--- config.mk ---
export PLATFORM = sky130hd
export DESIGN_NAME = charlieplex_led_scanner
export DESIGN_NICKNAME = d
export VERILOG_FILES = /design/src/chlx_pkg.sv /design/src/charlieplex_led_scanner.sv /design/src/chlx_in_stage.sv /design/src/chlx_core.sv
export SDC_FILE = /design/constraint.sdc
export NUM_CORES = 1
export LEC_CHECK = 0
export BUFFER_PORTS_ARGS = -buffer_cell sky130_fd_sc_hd__buf_2
export CAP_MARGIN = 20
export CORE_MARGIN = 8
export CORE_UTILIZATION = 30
export DETAILED_ROUTE_END_ITERATION = 10
export PLACE_DENSITY = 0.52
export SLEW_MARGIN = 40
export SYNTH_ARGS = -nofsm -noshare
export SYNTH_HDL_FRONTEND = slang
export SYNTH_HIERARCHICAL = 1
export SYNTH_SLANG_ARGS = --single-unit
--- constraint.sdc ---
create_clock -name clk_i -period 4.55 [get_ports clk_i]
set_clock_uncertainty 0.1 [all_clocks]
set_input_delay 0.455 -clock clk_i [delete_from_list [all_inputs] [get_ports clk_i]]
set_output_delay 0.455 -clock clk_i [all_outputs]
set_load 0.05 [all_outputs]
--- src/chlx_pkg.sv ---
`default_nettype none
// ----------------------------------------------------------------------------
// chlx_pkg
// Shared types, constants and pin-pair tables for the charlieplexed scanner.
// ----------------------------------------------------------------------------
package chlx_pkg;

  // field widths
  localparam int unsigned DataW   = 8;
  localparam int unsigned PinW    = 4;
  localparam int unsigned SlotW   = 4;
  localparam int unsigned ChaseW  = 4;
  localparam int unsigned CfgIdxW = 2;

  // reset values and slot codes
  localparam logic [DataW-1:0]  ScanHoldReset    = 8'd1;
  localparam logic [DataW-1:0]  ChasePeriodReset = 8'd250;
  localparam logic [SlotW-1:0]  ScanSlotReset    = 4'd8;
  localparam logic [SlotW-1:0]  SlotZeroCode     = 4'd12;
  localparam logic [SlotW-1:0]  SlotFirstValid   = 4'd1;
  localparam logic [SlotW-1:0]  SlotLastValid    = 4'd11;
  localparam logic [SlotW-1:0]  SlotLowCount     = 4'd8;
  localparam logic [ChaseW-1:0] ChaseFirst       = 4'b0001;

  // item kind
  typedef enum logic {
    ReqTick   = 1'b0,
    ReqSample = 1'b1
  } req_type_e;

  // configuration register indexes
  typedef enum logic [CfgIdxW-1:0] {
    RegScanHold    = 2'd0,
    RegChasePeriod = 2'd1
  } cfg_reg_e;

  // one input item
  typedef struct packed {
    req_type_e        req_type;
    logic [DataW-1:0] sample;
  } item_t;

  // one result item
  typedef struct packed {
    logic [PinW-1:0]  pin_enable;
    logic [PinW-1:0]  pin_high;
    logic [SlotW-1:0] lit_slot;
  } result_t;

  // driven pins per slot
  function automatic logic [PinW-1:0] slot_enable(input logic [SlotW-1:0] slot);
    logic [PinW-1:0] r;
    case (slot)
      4'd0, 4'd1:   r = 4'hC;
      4'd2, 4'd3:   r = 4'h6;
      4'd4, 4'd5:   r = 4'hA;
      4'd6, 4'd7:   r = 4'h3;
      4'd8, 4'd9:   r = 4'h9;
      4'd10, 4'd11: r = 4'h5;
      default:      r = 4'h0;
    endcase
    return r;
  endfunction

  // high pin per slot
  function automatic logic [PinW-1:0] slot_high(input logic [SlotW-1:0] slot);
    logic [PinW-1:0] r;
    case (slot)
      4'd0:    r = 4'h4;
      4'd1:    r = 4'h8;
      4'd2:    r = 4'h4;
      4'd3:    r = 4'h2;
      4'd4:    r = 4'h8;
      4'd5:    r = 4'h2;
      4'd6:    r = 4'h2;
      4'd7:    r = 4'h1;
      4'd8:    r = 4'h8;
      4'd9:    r = 4'h1;
      4'd10:   r = 4'h4;
      4'd11:   r = 4'h1;
      default: r = 4'h0;
    endcase
    return r;
  endfunction

endpackage
`default_nettype wire

--- src/charlieplex_led_scanner.sv ---
`default_nettype none
// ----------------------------------------------------------------------------
// charlieplex_led_scanner
// Twelve LEDs on four tri-state pins: ticks scan the slots, samples set the
// pattern for LEDs 0-7 and step a one-hot chase on LEDs 8-11.
// ----------------------------------------------------------------------------
//  channel | direction | handshake             | payload
//  --------+-----------+-----------------------+----------------------------------
//  in      | input     | in_valid_i/in_stall_o | req_type_i, sample_i
//  out     | output    | out_valid_o/out_stall_i | pin_enable_o, pin_high_o, lit_slot_o
//  cfg     | input     | cfg_valid_i/cfg_ready_o | cfg_index_i, cfg_data_i
//
//  one item per cycle sustained while the output is not stalled; an accepted item
//  passes the input register, then next-state logic into the result register
//  reset loads the reset values; the first scan slot after reset is 7, pins float
//  a stalled output holds its result; the input keeps accepting while the
//  input register is empty or moving into the result register
//  configuration writes are taken every cycle
// ----------------------------------------------------------------------------
module charlieplex_led_scanner (
  input  wire logic                         clk_i,
  input  wire logic                         rst_ni,
  input  wire logic                         in_valid_i,
  output logic                              in_stall_o,
  input  wire logic                         req_type_i,
  input  wire logic [chlx_pkg::DataW-1:0]   sample_i,
  output logic                              out_valid_o,
  input  wire logic                         out_stall_i,
  output logic [chlx_pkg::PinW-1:0]         pin_enable_o,
  output logic [chlx_pkg::PinW-1:0]         pin_high_o,
  output logic [chlx_pkg::SlotW-1:0]        lit_slot_o,
  input  wire logic                         cfg_valid_i,
  output logic                              cfg_ready_o,
  input  wire logic [chlx_pkg::CfgIdxW-1:0] cfg_index_i,
  input  wire logic [chlx_pkg::DataW-1:0]   cfg_data_i
);

  logic              item_valid;
  logic              take;
  chlx_pkg::item_t   item;
  chlx_pkg::result_t result;

  // configuration always accepted
  assign cfg_ready_o = 1'b1;

  // input register
  chlx_in_stage u_in_stage (
    .clk_i        (clk_i),
    .rst_ni       (rst_ni),
    .in_valid_i   (in_valid_i),
    .in_stall_o   (in_stall_o),
    .req_type_i   (req_type_i),
    .sample_i     (sample_i),
    .take_i       (take),
    .item_valid_o (item_valid),
    .item_o       (item)
  );

  // scanner state and result register
  chlx_core u_core (
    .clk_i        (clk_i),
    .rst_ni       (rst_ni),
    .item_valid_i (item_valid),
    .item_i       (item),
    .take_o       (take),
    .cfg_valid_i  (cfg_valid_i),
    .cfg_index_i  (cfg_index_i),
    .cfg_data_i   (cfg_data_i),
    .out_valid_o  (out_valid_o),
    .out_stall_i  (out_stall_i),
    .result_o     (result)
  );

  assign pin_enable_o = result.pin_enable;
  assign pin_high_o   = result.pin_high;
  assign lit_slot_o   = result.lit_slot;

endmodule
`default_nettype wire

--- src/chlx_in_stage.sv ---
`default_nettype none
// ----------------------------------------------------------------------------
// chlx_in_stage
// Input register: captures one item and holds it until the core takes it.
// ----------------------------------------------------------------------------
module chlx_in_stage (
  input  wire logic                       clk_i,
  input  wire logic                       rst_ni,
  input  wire logic                       in_valid_i,
  output logic                            in_stall_o,
  input  wire logic                       req_type_i,
  input  wire logic [chlx_pkg::DataW-1:0] sample_i,
  input  wire logic                       take_i,
  output logic                            item_valid_o,
  output chlx_pkg::item_t                 item_o
);

  logic            valid_q, valid_d;
  chlx_pkg::item_t item_q;

  // stall only while a held item is not being taken
  assign in_stall_o = valid_q && !take_i;

  // occupancy
  always_comb begin
    valid_d = valid_q;
    if (!in_stall_o) begin
      valid_d = in_valid_i;
    end
  end

  always_ff @(posedge clk_i or negedge rst_ni) begin
    if (!rst_ni) begin
      valid_q <= 1'b0;
    end else begin
      valid_q <= valid_d;
    end
  end

  // payload capture
  always_ff @(posedge clk_i) begin
    if (in_valid_i && !in_stall_o) begin
      item_q.req_type <= chlx_pkg::req_type_e'(req_type_i);
      item_q.sample   <= sample_i;
    end
  end

  assign item_valid_o = valid_q;
  assign item_o       = item_q;

endmodule
`default_nettype wire

--- src/chlx_core.sv ---
`default_nettype none
// ----------------------------------------------------------------------------
// chlx_core
// Scanner state, configuration registers, next-state logic and result register.
// ----------------------------------------------------------------------------
module chlx_core (
  input  wire logic                         clk_i,
  input  wire logic                         rst_ni,
  input  wire logic                         item_valid_i,
  input  wire chlx_pkg::item_t              item_i,
  output logic                              take_o,
  input  wire logic                         cfg_valid_i,
  input  wire logic [chlx_pkg::CfgIdxW-1:0] cfg_index_i,
  input  wire logic [chlx_pkg::DataW-1:0]   cfg_data_i,
  output logic                              out_valid_o,
  input  wire logic                         out_stall_i,
  output chlx_pkg::result_t                 result_o
);

  logic [chlx_pkg::DataW-1:0]  scan_hold_q, chase_period_q;
  logic [chlx_pkg::DataW-1:0]  low_pattern_q, low_pattern_d;
  logic [chlx_pkg::ChaseW-1:0] chase_pattern_q, chase_pattern_d, chase_shift;
  logic [chlx_pkg::DataW-1:0]  chase_countdown_q, chase_countdown_d;
  logic [chlx_pkg::SlotW-1:0]  scan_slot_q, scan_slot_d, next_slot;
  logic [chlx_pkg::DataW-1:0]  hold_counter_q, hold_counter_d;
  logic [chlx_pkg::PinW-1:0]   drive_enable_q, drive_enable_d;
  logic [chlx_pkg::PinW-1:0]   drive_high_q, drive_high_d;
  logic                        out_valid_q, out_valid_d;
  logic                        lit;
  chlx_pkg::result_t           result_q, result_d;

  // take the held item when the result register is free or draining
  assign take_o = item_valid_i && (!out_valid_q || !out_stall_i);

  // configuration writes
  always_ff @(posedge clk_i or negedge rst_ni) begin
    if (!rst_ni) begin
      scan_hold_q    <= chlx_pkg::ScanHoldReset;
      chase_period_q <= chlx_pkg::ChasePeriodReset;
    end else if (cfg_valid_i) begin
      if (cfg_index_i == chlx_pkg::RegScanHold) begin
        scan_hold_q <= cfg_data_i;
      end
      if (cfg_index_i == chlx_pkg::RegChasePeriod) begin
        chase_period_q <= cfg_data_i;
      end
    end
  end

  // candidate scan slot: step down, slot zero kept as twelve
  always_comb begin
    next_slot = scan_slot_q - 4'd1;
    if (next_slot < chlx_pkg::SlotFirstValid || next_slot > chlx_pkg::SlotLastValid) begin
      next_slot = '0;
    end
    if (next_slot < chlx_pkg::SlotLowCount) begin
      lit = low_pattern_q[next_slot[2:0]];
    end else begin
      lit = chase_pattern_q[next_slot[1:0]];
    end
  end

  assign chase_shift = {chase_pattern_q[chlx_pkg::ChaseW-2:0], 1'b0};

  // next state for one item
  always_comb begin
    low_pattern_d     = low_pattern_q;
    chase_pattern_d   = chase_pattern_q;
    chase_countdown_d = chase_countdown_q;
    scan_slot_d       = scan_slot_q;
    hold_counter_d    = hold_counter_q;
    drive_enable_d    = drive_enable_q;
    drive_high_d      = drive_high_q;
    case (item_i.req_type)
      chlx_pkg::ReqSample: begin
        low_pattern_d = item_i.sample;
        if (chase_countdown_q == '0) begin
          chase_countdown_d = chase_period_q;
          chase_pattern_d   = (chase_shift == '0) ? chlx_pkg::ChaseFirst : chase_shift;
        end
      end
      chlx_pkg::ReqTick: begin
        if (chase_countdown_q != '0) begin
          chase_countdown_d = chase_countdown_q - 8'd1;
        end
        if (hold_counter_q == '0) begin
          hold_counter_d = scan_hold_q;
          scan_slot_d    = (next_slot == '0) ? chlx_pkg::SlotZeroCode : next_slot;
          drive_enable_d = lit ? chlx_pkg::slot_enable(next_slot) : '0;
          drive_high_d   = lit ? chlx_pkg::slot_high(next_slot) : '0;
        end else begin
          hold_counter_d = hold_counter_q - 8'd1;
        end
      end
      default: begin
        low_pattern_d = low_pattern_q;
      end
    endcase
  end

  // result of the item
  always_comb begin
    result_d.pin_enable = drive_enable_d;
    result_d.pin_high   = drive_high_d & drive_enable_d;
    result_d.lit_slot   = (scan_slot_d == chlx_pkg::SlotZeroCode) ? '0 : scan_slot_d;
  end

  // result register occupancy
  always_comb begin
    out_valid_d = out_valid_q;
    if (take_o) begin
      out_valid_d = 1'b1;
    end else if (!out_stall_i) begin
      out_valid_d = 1'b0;
    end
  end

  // state registers
  always_ff @(posedge clk_i or negedge rst_ni) begin
    if (!rst_ni) begin
      low_pattern_q     <= '0;
      chase_pattern_q   <= '0;
      chase_countdown_q <= '0;
      scan_slot_q       <= chlx_pkg::ScanSlotReset;
      hold_counter_q    <= '0;
      drive_enable_q    <= '0;
      drive_high_q      <= '0;
      out_valid_q       <= 1'b0;
    end else begin
      out_valid_q <= out_valid_d;
      if (take_o) begin
        low_pattern_q     <= low_pattern_d;
        chase_pattern_q   <= chase_pattern_d;
        chase_countdown_q <= chase_countdown_d;
        scan_slot_q       <= scan_slot_d;
        hold_counter_q    <= hold_counter_d;
        drive_enable_q    <= drive_enable_d;
        drive_high_q      <= drive_high_d;
      end
    end
  end

  // result payload
  always_ff @(posedge clk_i) begin
    if (take_o) begin
      result_q <= result_d;
    end
  end

  assign out_valid_o = out_valid_q;
  assign result_o    = result_q;

`ifndef NO_ASSERTIONS
  // scan slot stays within its stored codes
  a_slot_range: assert property (@(posedge clk_i) disable iff (!rst_ni)
    (scan_slot_q >= chlx_pkg::SlotFirstValid) && (scan_slot_q <= chlx_pkg::SlotZeroCode))
    else $error("scan slot out of range");

  // a high pin is always a driven pin
  a_high_driven: assert property (@(posedge clk_i) disable iff (!rst_ni)
    (drive_high_q & ~drive_enable_q) == '0)
    else $error("high pin not driven");

  // either all pins float or exactly one pair is driven
  a_pair_driven: assert property (@(posedge clk_i) disable iff (!rst_ni)
    (drive_enable_q == '0) || ($countones(drive_enable_q) == 2))
    else $error("drive is not a pin pair");

  // chase pattern has at most one bit set
  a_chase_onehot: assert property (@(posedge clk_i) disable iff (!rst_ni)
    $onehot0(chase_pattern_q))
    else $error("chase pattern not one-hot");

  // a sample item leaves the pin drive alone
  a_sample_keeps_drive: assert property (@(posedge clk_i) disable iff (!rst_ni)
    (take_o && item_i.req_type == chlx_pkg::ReqSample)
      |=> ($stable(drive_enable_q) && $stable(drive_high_q)))
    else $error("sample item changed the drive");
`endif

endmodule
`default_nettype wire

### Word-level counts from Yosys, hierarchy flattened

Memory sizes are Yosys's and may differ from the RTL's.
Cells that the tools add are included.
Widths: inputs -> output; s select.

| word-level totals | value |
|---|---|
| register bits after elaboration | 79 |
| output and inout port bits | 15 |
| logic and storage cells | 76 |
| input port bits | 24 |
| memories kept | 2 |
| memory bits (read-only) | 128 |

Memory list:

| memory | depth | bits a word | rd ports | clocked after Yosys merged registers in | wr ports | RTL line | text |
|---|---|---|---|---|---|---|---|
| (name not given) | 16 | 4 | 1 | 0 | 0 | chlx_pkg.sv:53 | `case (slot)` |
| (name not given) | 16 | 4 | 1 | 0 | 0 | chlx_pkg.sv:68 | `case (slot)` |

| operators by class | value |
|---|---|
| equality and inequality tests | 5 |
| reductions and logical operators | 21 |
| bitwise logic cells | 2 |
| mux-type cells | 22 |
| add/sub/neg operators | 3 |
| $lt $le $gt $ge | 5 |

Operators by type and width:

| cell | number |
|---|---|
| $mux 4 | 11 |
| $mux 8 | 3 |
| $logic_not 8->1 | 2 |
| $pmux 8 s2 | 1 |
| $sub 8x1->8 const B | 2 |
| $logic_not 4->1 | 2 |
| $reduce_and 2->1 | 4 |
| $reduce_bool 8->1 | 1 |
| $ne 2x1->1 const B | 3 |
| $reduce_and 3->1 | 2 |
| $mux 1 | 5 |
| $and 4x4->4 | 1 |
| $eq 4x4->1 const B | 1 |
| $gt 4x4->1 const B | 1 |
| $logic_not 1->1 | 4 |
| $lt 3x4->1 const B | 1 |
| $lt 4x1->1 const B | 1 |
| $lt 4x4->1 const B | 1 |
| $sub 4x1->4 const B | 1 |
| $bmux 1 s3 | 1 |
| $logic_and 1x1->1 | 3 |
| $lt 2x3->1 const B | 1 |
| $bmux 1 s2 | 1 |
| $eq 2x1->1 const B | 1 |
| 3 further kinds | 4 |

### Logic depth before layout (Yosys ltp)

| depth | value |
|---|---|
| depth after elaboration | 11 |
| gate-level depth with buffers | 14 |
| mapped depth without buffers | 13 |

### Hierarchy

Netlist, hierarchy kept.

By module, submodules not included:

| module | area each (um2) | seq. area each (um2) | cells an instance | instances |
|---|---|---|---|---|
| chlx_core | 3708.6 | 1796.7 | 348 | 1 |
| chlx_in_stage | 327.8 | 295.3 | 14 | 1 |
| charlieplex_led_scanner | 11.3 | 0.0 | 2 | 1 |

### Worst setup path before layout

OpenSTA, ideal clock, no wires.

| path | value |
|---|---|
| path kind | register -> register |
| start | register u_core/scan_slot_q[0] (netlist bit) |
| end | register u_core.result_q, in the netlist u_core/result_o[2], data pin |
| stages on the path, launching flop included | 14 |
| arrival time | 2.847 ns |
| buffers on the path | 1 |
| period minus slack after synthesis | 3.212 ns |
| path slack | 1.338 ns |
| path through | dfrtp_1 buf_2 inv_1 ha_1 xor2_1 inv_1 ha_1 a211oi_4 inv_1 ha_1 nor2b_1 or3_1 o21ai_0 a21oi_1 |

| on the way | value |
|---|---|
| word-level cells in the longest chain between the ends | 9 |
| elaborated cells on any way between the ends | 10 |
| those cells by class | add/sub: 1; order compare: 2; eq/ne: 1; mux: 4; reduce/logical: 2 |

Ends and longest elaborated chain:

| element | RTL line | text |
|---|---|---|
| from (decl) | chlx_core.sv:24 | `logic [chlx_pkg::SlotW-1:0] scan_slot_q, scan_slot_d, next_slot;` |
| from (signal assigned) | chlx_core.sv:124 | `scan_slot_q <= chlx_pkg::ScanSlotReset;` |
| from (signal assigned) | chlx_core.sv:135 | `scan_slot_q <= scan_slot_d;` |
| $sub 4x1->4 | chlx_core.sv:52 | `next_slot = scan_slot_q - 4'd1;` |
| $lt 4x1->1 / $gt 4x4->1 (equally long branches) | chlx_core.sv:53 | `if (next_slot < chlx_pkg::SlotFirstValid \|\| next_slot > chlx_pkg::SlotLastValid) begin` |
| $logic_or 1x1->1 | chlx_core.sv:53 |  |
| $mux 4 | chlx_core.sv:53 |  |
| $logic_not 4->1 | chlx_core.sv:88 | `scan_slot_d = (next_slot == '0) ? chlx_pkg::SlotZeroCode : next_slot;` |
| $mux 4 | chlx_core.sv:88 |  |
| $mux 4 | chlx_core.sv:86 | `if (hold_counter_q == '0) begin` |
| $mux 4 * | chlx_core.sv:74 | `case (item_i.req_type)` |
| $eq 4x4->1 | chlx_core.sv:105 | `result_d.lit_slot = (scan_slot_d == chlx_pkg::SlotZeroCode) ? '0 : scan_slot_d;` |
| to (signal assigned) | chlx_core.sv:146 | `result_q <= result_d;` |
| to (decl) | chlx_core.sv:30 | `chlx_pkg::result_t result_q, result_d;` |

Every way passes the cells marked *; elsewhere a longest branch is shown, timed or not.
A chain may end at the register's enable or synchronous reset.

### Worst setup path in the final report

| path | value |
|---|---|
| start | register u_core/scan_slot_q[0] (netlist bit) |
| end | register u_core.result_q, in the netlist u_core/result_o[10], data pin |

| on the way | value |
|---|---|
| word-level cells in the longest chain between the ends | 10 |
| elaborated cells on any way between the ends | 15 |
| those cells by class | add/sub: 1; order compare: 3; mux: 9; reduce/logical: 1; memory: 1 |

Ends and longest elaborated chain:

| element | RTL line | text |
|---|---|---|
| $sub 4x1->4 * | chlx_core.sv:52 |  |
| $lt 4x1->1 / $gt 4x4->1 (equally long branches) | chlx_core.sv:53 |  |
| $logic_or 1x1->1 | chlx_core.sv:53 |  |
| $mux 4 * | chlx_core.sv:53 |  |
| $bmux 1 s3 / $bmux 1 s2 (equally long branches) | chlx_core.sv:57, chlx_core.sv:59 |  |
| $mux 1, on equally long branches | chlx_core.sv:57, chlx_core.sv:59 |  |
| $mux 1 | chlx_core.sv:56 | `if (next_slot < chlx_pkg::SlotLowCount) begin` |
| $mux 4 * | chlx_core.sv:89 | `drive_enable_d = lit ? chlx_pkg::slot_enable(next_slot) : '0;` |
| $mux 4 * | chlx_core.sv:86 |  |
| $mux 4 * | chlx_core.sv:74 |  |
| via u_core.drive_enable_d (one bit) | chlx_core.sv:26 | `logic [chlx_pkg::PinW-1:0] drive_enable_q, drive_enable_d;` |

Mark *: on every way through the listed nets, which the timed path passes. The rest lies on a longest branch. The select of a mux whose other input is x is not followed.

==> impl_metrics.py <==
metrics = {
    "drt": {
        "avgViaCountPerCell": 4.93,
        "wirelength_um": 8580,
        "vias": 2867,
        "drt_pre_antenna_iters": 4,
        "route.detailed.drc": 0,
        "ant_nets": 0,
        "wl_per_cell_um": 14.7,
        "initialDrtViolationCount": 241,
    },
    "timing": {
        "setup_tns_ps": 0,
        "setup_viol": 0,
        "slew_viol_final": 0,
        "worst_pin_slew_ps": 753,
        "rsz0062_at_grt": "false",
        "fmax_mhz": 254,
        "slew_headroom_pct": 49.5,
        "hold_viol_final": 0,
        "period_needed_ps": 3940,
        "post-route-period-util_pct": 86.5,
    },
    "synthesis": {
        "syn_area_mm2": 0.00405,
        "synth_edf_count": 21,
        "syn_inst": 364,
        "yosysWarnings": 6,
        "ys.flop_type": "dfrtp_1",
        "async_flop_share_pct": 73.4,
        "synth_fp_nets": 401,
        "synthTopCellsByArea": "dfrtp_1, edfxtp_1, mux2_2",
        "synth.most_common_cell": "dfrtp_1",
        "synthTopCellsByCount": "dfrtp_1, nand2_1, mux2_2",
        "synth.distinct_cells": 67,
        "netlist.area_leader.share_pct": 30.9,
        "avgSynthCellArea_um2": 11.1,
        "synth-seq-cells": 79,
        "ys_seq_area_share_pct": 51.7,
        "synth_largest_area_cell": "dfrtp_1",
    },
    "setup_path": {
        "r2r_start": "u_core/scan_slot_q[0]",
        "cp_top_family": "compound AO/OA/AOI/OAI gates",
        "cpPeakStageDelay_ps": 620,
        "critPathSlowestCell": "nor3_2",
        "end_kind": "flop",
        "criticalPathCategory": "flop to flop",
        "crit_required_ps": 4510,
        "crit_chain": "inv_1, ha_1, xor2_1, inv_1, ha_1, a211oi_4, inv_1, o221ai_2, a221oi_2, nor3_2, o21ai_0",
        "reg2reg_depth": 11,
        "critPathMostFrequentCell": "inv_1",
        "startpoint_type": "flop",
        "worstPathArrival_ps": 3890,
        "worstReg2RegEnd": "u_core/result_o[10]",
        "reg2reg_slack_ps": 610,
        "critPathBufInv": 3,
        "critical_path.max_fanout": 12,
    },
    "run_status": {
        "outcome": "complete, no violations",
    },
    "power": {
        "p_per_area_mw_per_mm2": 702,
        "internal_power_mw": 1.93,
        "power_frac_seq_pct": 33.4,
        "vdd_drop_max_uv": 263,
        "p_leak_nw": 1.93,
        "switching_share_pct": 41.7,
        "power_frac_clock_pct": 22.2,
        "switchingPower_mw": 1.38,
        "p_comb_share_pct": 44.4,
    },
    "floorplan": {
        "die_w_um": 132,
        "ios": 39,
        "fp.dieH_um": 132,
        "fp.coreArea_mm2": 0.0132,
        "start_util_pct": 30.7,
        "dieArea_mm2": 0.0175,
        "num_rows": 42,
    },
    "clock_network": {
        "hold_buffers": 0,
        "postCtsSetupBuffers": 0,
        "cts_tree": "yes",
        "cts_buffers": 9,
        "cts_num_sinks": 79,
        "htree_num_levels": 3,
        "cts.clk_slew.worst_paths_ps": 60,
        "ctsResizeCount": 0,
        "root_buffer": "clkbuf_16",
        "clock_path_buffers": 2,
        "clkLatencyLatePin_ps": 340,
    },
    "global_route": {
        "grt_overflow_total": 0,
        "first_global_vias": 2967,
        "antenna_found_initial": 0,
        "grt_max_degree": 59,
        "grtUsageTotal_pct": 10.5,
        "grt_pass1_wl_um": 14700,
    },
    "layout": {
        "drive_above_1_share_pct": 28.8,
        "seqCellArea_mm2": 0.00209,
        "syn_to_final_growth_pct": 16.8,
        "num-nets-final": 438,
        "multi_input_area_mm2": 0.00184,
        "antenna_cells": 0,
        "nFillCells": 1302,
        "design_area_mm2": 0.00473,
    },
    "placement": {
        "dp_hpwl_um": 6130,
        "gp_congestion": 0.866,
        "io_buffers": 37,
        "placed_area_mm2": 0.00441,
    },
    "worst_hold_path": {
        "hold_class": "input port to asynchronous set/reset pin",
    },
    "job": {
        "maxCapViolCount": 0,
    },
}
==> cells in the final DEF (no fill, tap or decap), types with 11 or more instances in the layout <==
master and instances:
dfrtp_1 50, edfxtp_1 21, nor2_1 22, ha_1 13
a21oi_1 18, clkbuf_16 11, nand2_1 38, o21ai_0 23
inv_1 15, mux2_2 31, buf_2 37
==> layout make-up <==
class,count,share of cell area [%]
clock buffers,15,6.56
clock inverters,1,0.106
inverters,16,1.27
multi-input cells,256,38.8
flip-flops and latches,79,44.3
well taps,176,4.66
repair buffers,39,4.31
==> metrics by stage <==
step / utilization, % / setup slack (ps) / std cells / hold slack [ps] / total power [mW]
3_5_place_dp: 33.4 / 623 / 566 / 365 / 2.59
5_1_grt: 35.8 / 222 / 582 / 128 / 3.59
6_report: 35.8 / 613 / 582 / 72.1 / 3.32
4_1_cts: 35.8 / 632 / 582 / 169 / 3.35
3_3_place_gp: 33.4 / 812 / 566 / 361 / 2.57
2_1_floorplan: - / 1340 / 364 / 59.4 / 2.30
==> registers in the layout (all words and copies together) (netlist names) <==
| register | cells |
|---|---|
| u_core/out_valid_o | 1 |
| u_core/drive_high_q | 4 |
| u_core/chase_countdown_q | 8 |
| u_core/result_o | 12 |
| u_core/low_pattern_q | 8 |
| u_core/drive_enable_q | 4 |
| u_core/scan_hold_q | 8 |
| u_core/chase_pattern_q | 4 |
| u_in_stage/item_valid_o | 1 |
| u_core/scan_slot_q | 4 |
| u_core/hold_counter_q | 8 |
| u_in_stage/item_o | 9 |
| u_core/chase_period_q | 8 |
==> metal layers <==
layer	global-route usage (%)	wire [um]
met5	0	0
met4	5.93	193
met3	3.13	354
met2	15.5	3840
met1	13.2	4190
==> worst max-delay path by stage <==
stage	start	to	slack (ps)	cells past startpoint
2_1_floorplan	u_core/scan_slot_q[0]	u_core/result_o[2]	1340	13
3_3_place_gp	u_core/scan_slot_q[0]	u_core/result_o[10]	810	11
3_5_place_dp	u_core/scan_slot_q[0]	u_core/result_o[10]	620	11
4_1_cts	u_core/scan_slot_q[0]	u_core/result_o[10]	630	11
5_1_grt	u_core/scan_slot_q[0]	u_core/result_o[8]	220	11
6_report	u_core/scan_slot_q[0]	u_core/result_o[10]	610	11
==> power groups by stage <==
stage               combinational [mW]  sequential (mW)  clock, mW
floorplan                         1.16             1.13          0
global placement                  1.46             1.11          0
detailed placement                1.47             1.12          0
CTS                               1.48             1.11      0.764
global route                      1.67             1.13      0.789
finish                            1.47             1.11      0.736
==> logic make-up after synthesis <==
family | synth area share [%]
and+or+nand+nor | 15.2
AOI/OAI and AO/OA | 15.2
DFF | 51.7
muxes | 10.4
buffers and inverters | 3.03
adders and majority gates | 4.02
xor gates and xnor gates | 0.433
other | 0.0926
Note: power is estimated with default switching activity, not from simulation.
